$ cat src/sv/idc_pkg.sv
// Shared types and constants for the implant/decay correlator.
// Holds the transaction structs, operation and register codes, and controller types.
// No dependencies.
package idc_pkg;

    localparam int OP_W     = 2;
    localparam int TUBE_W   = 4;
    localparam int MASK_W   = 16;
    localparam int TIME_W   = 47;
    localparam int ENERGY_W = 16;
    localparam int EVNUM_W  = 32;
    localparam int WAIT_W   = 40;
    localparam int IPT_W    = 3;
    localparam int CFG_IDX_W  = 3;
    localparam int CFG_DATA_W = 40;

    // An other event touches tubes only when fewer masked bits than this are set.
    localparam int OTHER_LIMIT = 4;

    localparam logic [OP_W-1:0] OP_IMPLANT = 2'd0;
    localparam logic [OP_W-1:0] OP_DECAY   = 2'd1;
    localparam logic [OP_W-1:0] OP_OTHER   = 2'd2;

    localparam logic [CFG_IDX_W-1:0] CFG_MAX_DECAY_WAIT    = 3'd0;
    localparam logic [CFG_IDX_W-1:0] CFG_DECAY_CUT_TIME    = 3'd1;
    localparam logic [CFG_IDX_W-1:0] CFG_MIN_GE_ENERGY     = 3'd2;
    localparam logic [CFG_IDX_W-1:0] CFG_MAX_GE_ENERGY     = 3'd3;
    localparam logic [CFG_IDX_W-1:0] CFG_IMPLANTS_PER_TUBE = 3'd4;

    typedef struct packed {
        logic [OP_W-1:0]     operation;
        logic [TUBE_W-1:0]   tube;
        logic [MASK_W-1:0]   tube_mask;
        logic [TIME_W-1:0]   event_time;
        logic [ENERGY_W-1:0] ge_energy;
        logic [EVNUM_W-1:0]  event_number;
    } t_in_item;

    typedef struct packed {
        logic [EVNUM_W-1:0]  implant_event;
        logic [TIME_W-1:0]   implant_time;
        logic [EVNUM_W-1:0]  decay_event;
        logic [TIME_W-1:0]   decay_time;
        logic [ENERGY_W-1:0] decay_energy;
        logic                same_event;
        logic                last;
    } t_out_item;

    typedef enum logic [1:0] {
        S_IDLE,
        S_EVAL,
        S_READ,
        S_LOAD
    } t_state;

    typedef struct packed {
        logic capture;
        logic exec;
        logic rd;
        logic load;
    } t_dp_cmd;

    typedef struct packed {
        logic emit;
        logic last;
        logic out_free;
    } t_dp_sts;

endpackage

$ cat src/sv/idc_ctrl.sv
// Controller state machine of the implant/decay correlator.
// Depends on idc_pkg for the state enum and the command and status structs.
module idc_ctrl (
    input  logic             i_clk,
    input  logic             i_rst_n,
    input  logic             i_in_valid,
    output logic             o_in_ready,
    output idc_pkg::t_dp_cmd o_cmd,
    input  idc_pkg::t_dp_sts i_sts
);

    import idc_pkg::*;

    t_state r_state;
    t_state n_state;

    always_ff @(posedge i_clk) begin
        if (!i_rst_n) begin
            r_state <= S_IDLE;
        end else begin
            r_state <= n_state;
        end
    end

    always_comb begin
        n_state = r_state;
        case (r_state)
            S_IDLE: begin
                if (i_in_valid) n_state = S_EVAL;
            end
            S_EVAL: begin
                n_state = i_sts.emit ? S_READ : S_IDLE;
            end
            S_READ: begin
                n_state = S_LOAD;
            end
            S_LOAD: begin
                if (i_sts.out_free) n_state = i_sts.last ? S_IDLE : S_READ;
            end
            default: n_state = S_IDLE;
        endcase
    end

    always_comb begin
        o_cmd      = '0;
        o_in_ready = 1'b0;
        case (r_state)
            S_IDLE: begin
                o_in_ready    = 1'b1;
                o_cmd.capture = i_in_valid;
            end
            S_EVAL: o_cmd.exec = 1'b1;
            S_READ: o_cmd.rd   = 1'b1;
            S_LOAD: o_cmd.load = i_sts.out_free;
            default: o_cmd = '0;
        endcase
    end

endmodule

$ cat config.mk
export PLATFORM = sky130hd
export DESIGN_NAME = idc_ctrl
export DESIGN_NICKNAME = d
export VERILOG_FILES = /design/src/sv/idc_pkg.sv /design/src/sv/idc_ctrl.sv
export SDC_FILE = /design/constraint.sdc
export NUM_CORES = 1
export LEC_CHECK = 0
export BUFFER_PORTS_ARGS = -buffer_cell sky130_fd_sc_hd__buf_2
export CAP_MARGIN = 15
export CORE_AREA = 2 2 39 41
export DETAILED_ROUTE_END_ITERATION = 8
export DIE_AREA = 0 0 41 43
export GPL_TIMING_DRIVEN = 0
export PLACE_DENSITY = 0.3
export SKIP_LAST_GASP = 1
export SYNTH_ARGS = -nofsm -noshare
export SYNTH_HDL_FRONTEND = slang
export SYNTH_SLANG_ARGS = --single-unit
export TNS_END_PERCENT = 20
$ cat constraint.sdc
create_clock -name i_clk -period 0.8 [get_ports i_clk]
set_input_delay 0.12 -clock i_clk [delete_from_list [all_inputs] [get_ports i_clk]]
set_output_delay 0.12 -clock i_clk [all_outputs]
set_load 0.005 [all_outputs]
==> flow_summary.ini <==
[timing]
fin_crit_sh_pct = 128.0
fin_worst_skew_ns = 0.00001589
tightest_slew_ns = 0.1576
setup_viol = 6
timing.final.max_slew_violations = 0
final-hold-violation-count = 0
max_freq_ghz = 0.9769
timing.slew.headroom_pct = 89.40
rsz0062_at_grt = yes
setup_ws_ns = -0.2237
period_needed_ns = 1.024

[floorplanning]
dieWidth_um = 41
start_util_pct = 8.499
fp.dieH_um = 43
core_area_sq_mm = 0.001384
die_area_sq_mm = 0.001763
row_count = 14
ios = 11

[global_routing]
grt_pass1_vias = 148
antenna_found_initial = 0
grt_max_degree = 8
grt-ovfl-total = 0
grt_usage_pct = 5.405
grt_pass1_wl_um = 586

[yosys]
syn_area_per_cell_sq_um = 9.047
yosysUniqueCellTypes = 11
synth-seq-cells = 2
synth_nets = 19
seq_area_frac_synth_pct = 34.04
yosysTopAreaCellShare_pct = 34.04
synth_edf_count = 0
ys_top_cells_by_count = and2_1, dfxtp_1
ys.flop_type = dfxtp_1
synth_area_leader_cell = dfxtp_1
yosysWarningCount = 0
ys_top_cells_by_area = dfxtp_1, and2_1, a32o_1
synth-async-reset-ratio_pct = 0
synthCells = 13
syn_area_sq_um = 117.6

[pwr]
leakage_uw = 0.0001078
irDropWorstVdd_uv = 560.3
powerDensity_mw_per_mm2 = 1837

[detailed_routing]
wl_um = 360
viasPerCell = 3.381
drtPass1Iterations = 4
drc = 0
postRouteAntennaNets = 0
avgRoutedWirePerCell_um = 8.571
drtIter0Drc = 2
vias = 142

[clocking]
path_clk_slew_ns = 0.03
worstSkewPairLatency_ns = 0.22
clock_path_buffers = 2
cts_root_buf = clkbuf_4
cts_tree = done
cts_hold_buffers = 0
numClockSinks = 2
cts_inserted_buffers = 3
cts_max_level = 1
post_cts_buffers = 0

[setup_path]
worstPathCellList = and2b_2 > buf_2
cp_data_arrival_time_ns = 0.90
crit_fanout = 6
cp_slowest_cell = dfxtp_4
endpoint_kind = primary output
cp_num_buf_inv = 1
critical_path.top_delay_family = flip-flops
max_stage_delay_ns = 0.36
start_kind = register
cp_data_required_time_ns = 0.68
crit_type = reg2out

[cells_and_area]
insertedDiodeCount = 0
reg.largest.list = r_state: 2 flops
top_register = r_state
syn2layout_area_growth_pct = 91.49
stdcell_area_sq_um = 225.2
fin_cells = 42
drive_above_1_share_pct = 73.08
num-nets-final = 34
fillers = 160
finalCoreUtilization_pct = 16.27
largest_reg_flops = 2

[status]
outcome = complete, but fails checks
violations = negative setup slack

[hold_path]
holdCritPathClass = in2reg

[placement]
dpl_cell_area_sq_um = 193.9
numPlacedInstances = 39
gp_congestion = 0.5215
io_buffers = 10

[flow_run]
drv_cap = 0
## final cells by class
type,count,area (sq um),share of cell area (%)
Timing Repair Buffer,10,50.05,22.22
Tap cell,16,20.02,8.889
Clock buffer,3,22.52,10.00
Multi-Input combinational cell,11,85.08,37.78
Sequential cell,2,47.55,21.11
## per-layer routing
metal	vias up	GRT usage (%)	routed length [um]
li1	74	-	-
met1	55	7.325	166
met2	13	5.000	117
met3	0	1.571	76
met4	0	8.000	0
met5	-	0	0
## layout by cell type, fill, tap and decap left out
master	synthesis	final
nor2_2	0	1
nand2b_1	1	1
clkbuf_4	0	3
a32o_1	1	1
buf_2	0	10
and2_1	2	2
and2b_2	1	1
nor2b_4	0	1
o21bai_1	1	1
a21boi_0	1	1
and3_2	1	1
nand3_1	1	1
dfxtp_4	0	2
## per-stage QoR
step                      total power (uW)  setup WS (ns)  hold WS, ns   TNS, ns
final                                413.8        -0.2237       0.1370   -0.9324
after floorplan                      156.2      0.0004581       0.2738         0
after global placement               191.8       -0.02285       0.3593  -0.04289
after CTS                            433.4        -0.2396       0.1261    -1.015
after global routing                 450.4        -0.2743       0.1461    -1.215
after detailed placement             195.1       -0.05092       0.3637   -0.1271
## cell families after synthesis
| group | share of synthesized area [%] |
|---|---|
| AND/OR/NAND/NOR | 44.68 |
| flip-flops | 34.04 |
| AO/OA/AOI/OAI | 21.28 |
## report_power, final
| part | total, uW | switching (uW) | internal (uW) |
|---|---|---|---|
| Combinational | 71.7 | 25.8 | 45.9 |
| Sequential | 122 | 14.1 | 108 |
| Clock | 220 | 54.5 | 165 |
| Total | 414 | 94.5 | 319 |
## what timing repair did
item,CTS,global route
hold endpoints to repair,0,0
gates resized for setup,4,0
endpoints found under the setup margin,6,7
## final timing paths
check | startpoint | depth (start not counted) | end | slack, ns
worst min register to register | r_state[1]$_SDFFE_PN0P_ | 2 | r_state[0]$_SDFFE_PN0P_ | 0.55
worst max register to register | r_state[0]$_SDFFE_PN0P_ | 2 | r_state[1]$_SDFFE_PN0P_ | -0.02
worst min-delay path | i_sts[2] | 2 | r_state[1]$_SDFFE_PN0P_ | 0.14
worst max-delay path | r_state[0]$_SDFFE_PN0P_ | 2 | o_cmd[1] | -0.22
(Power assumes the default switching activity.)
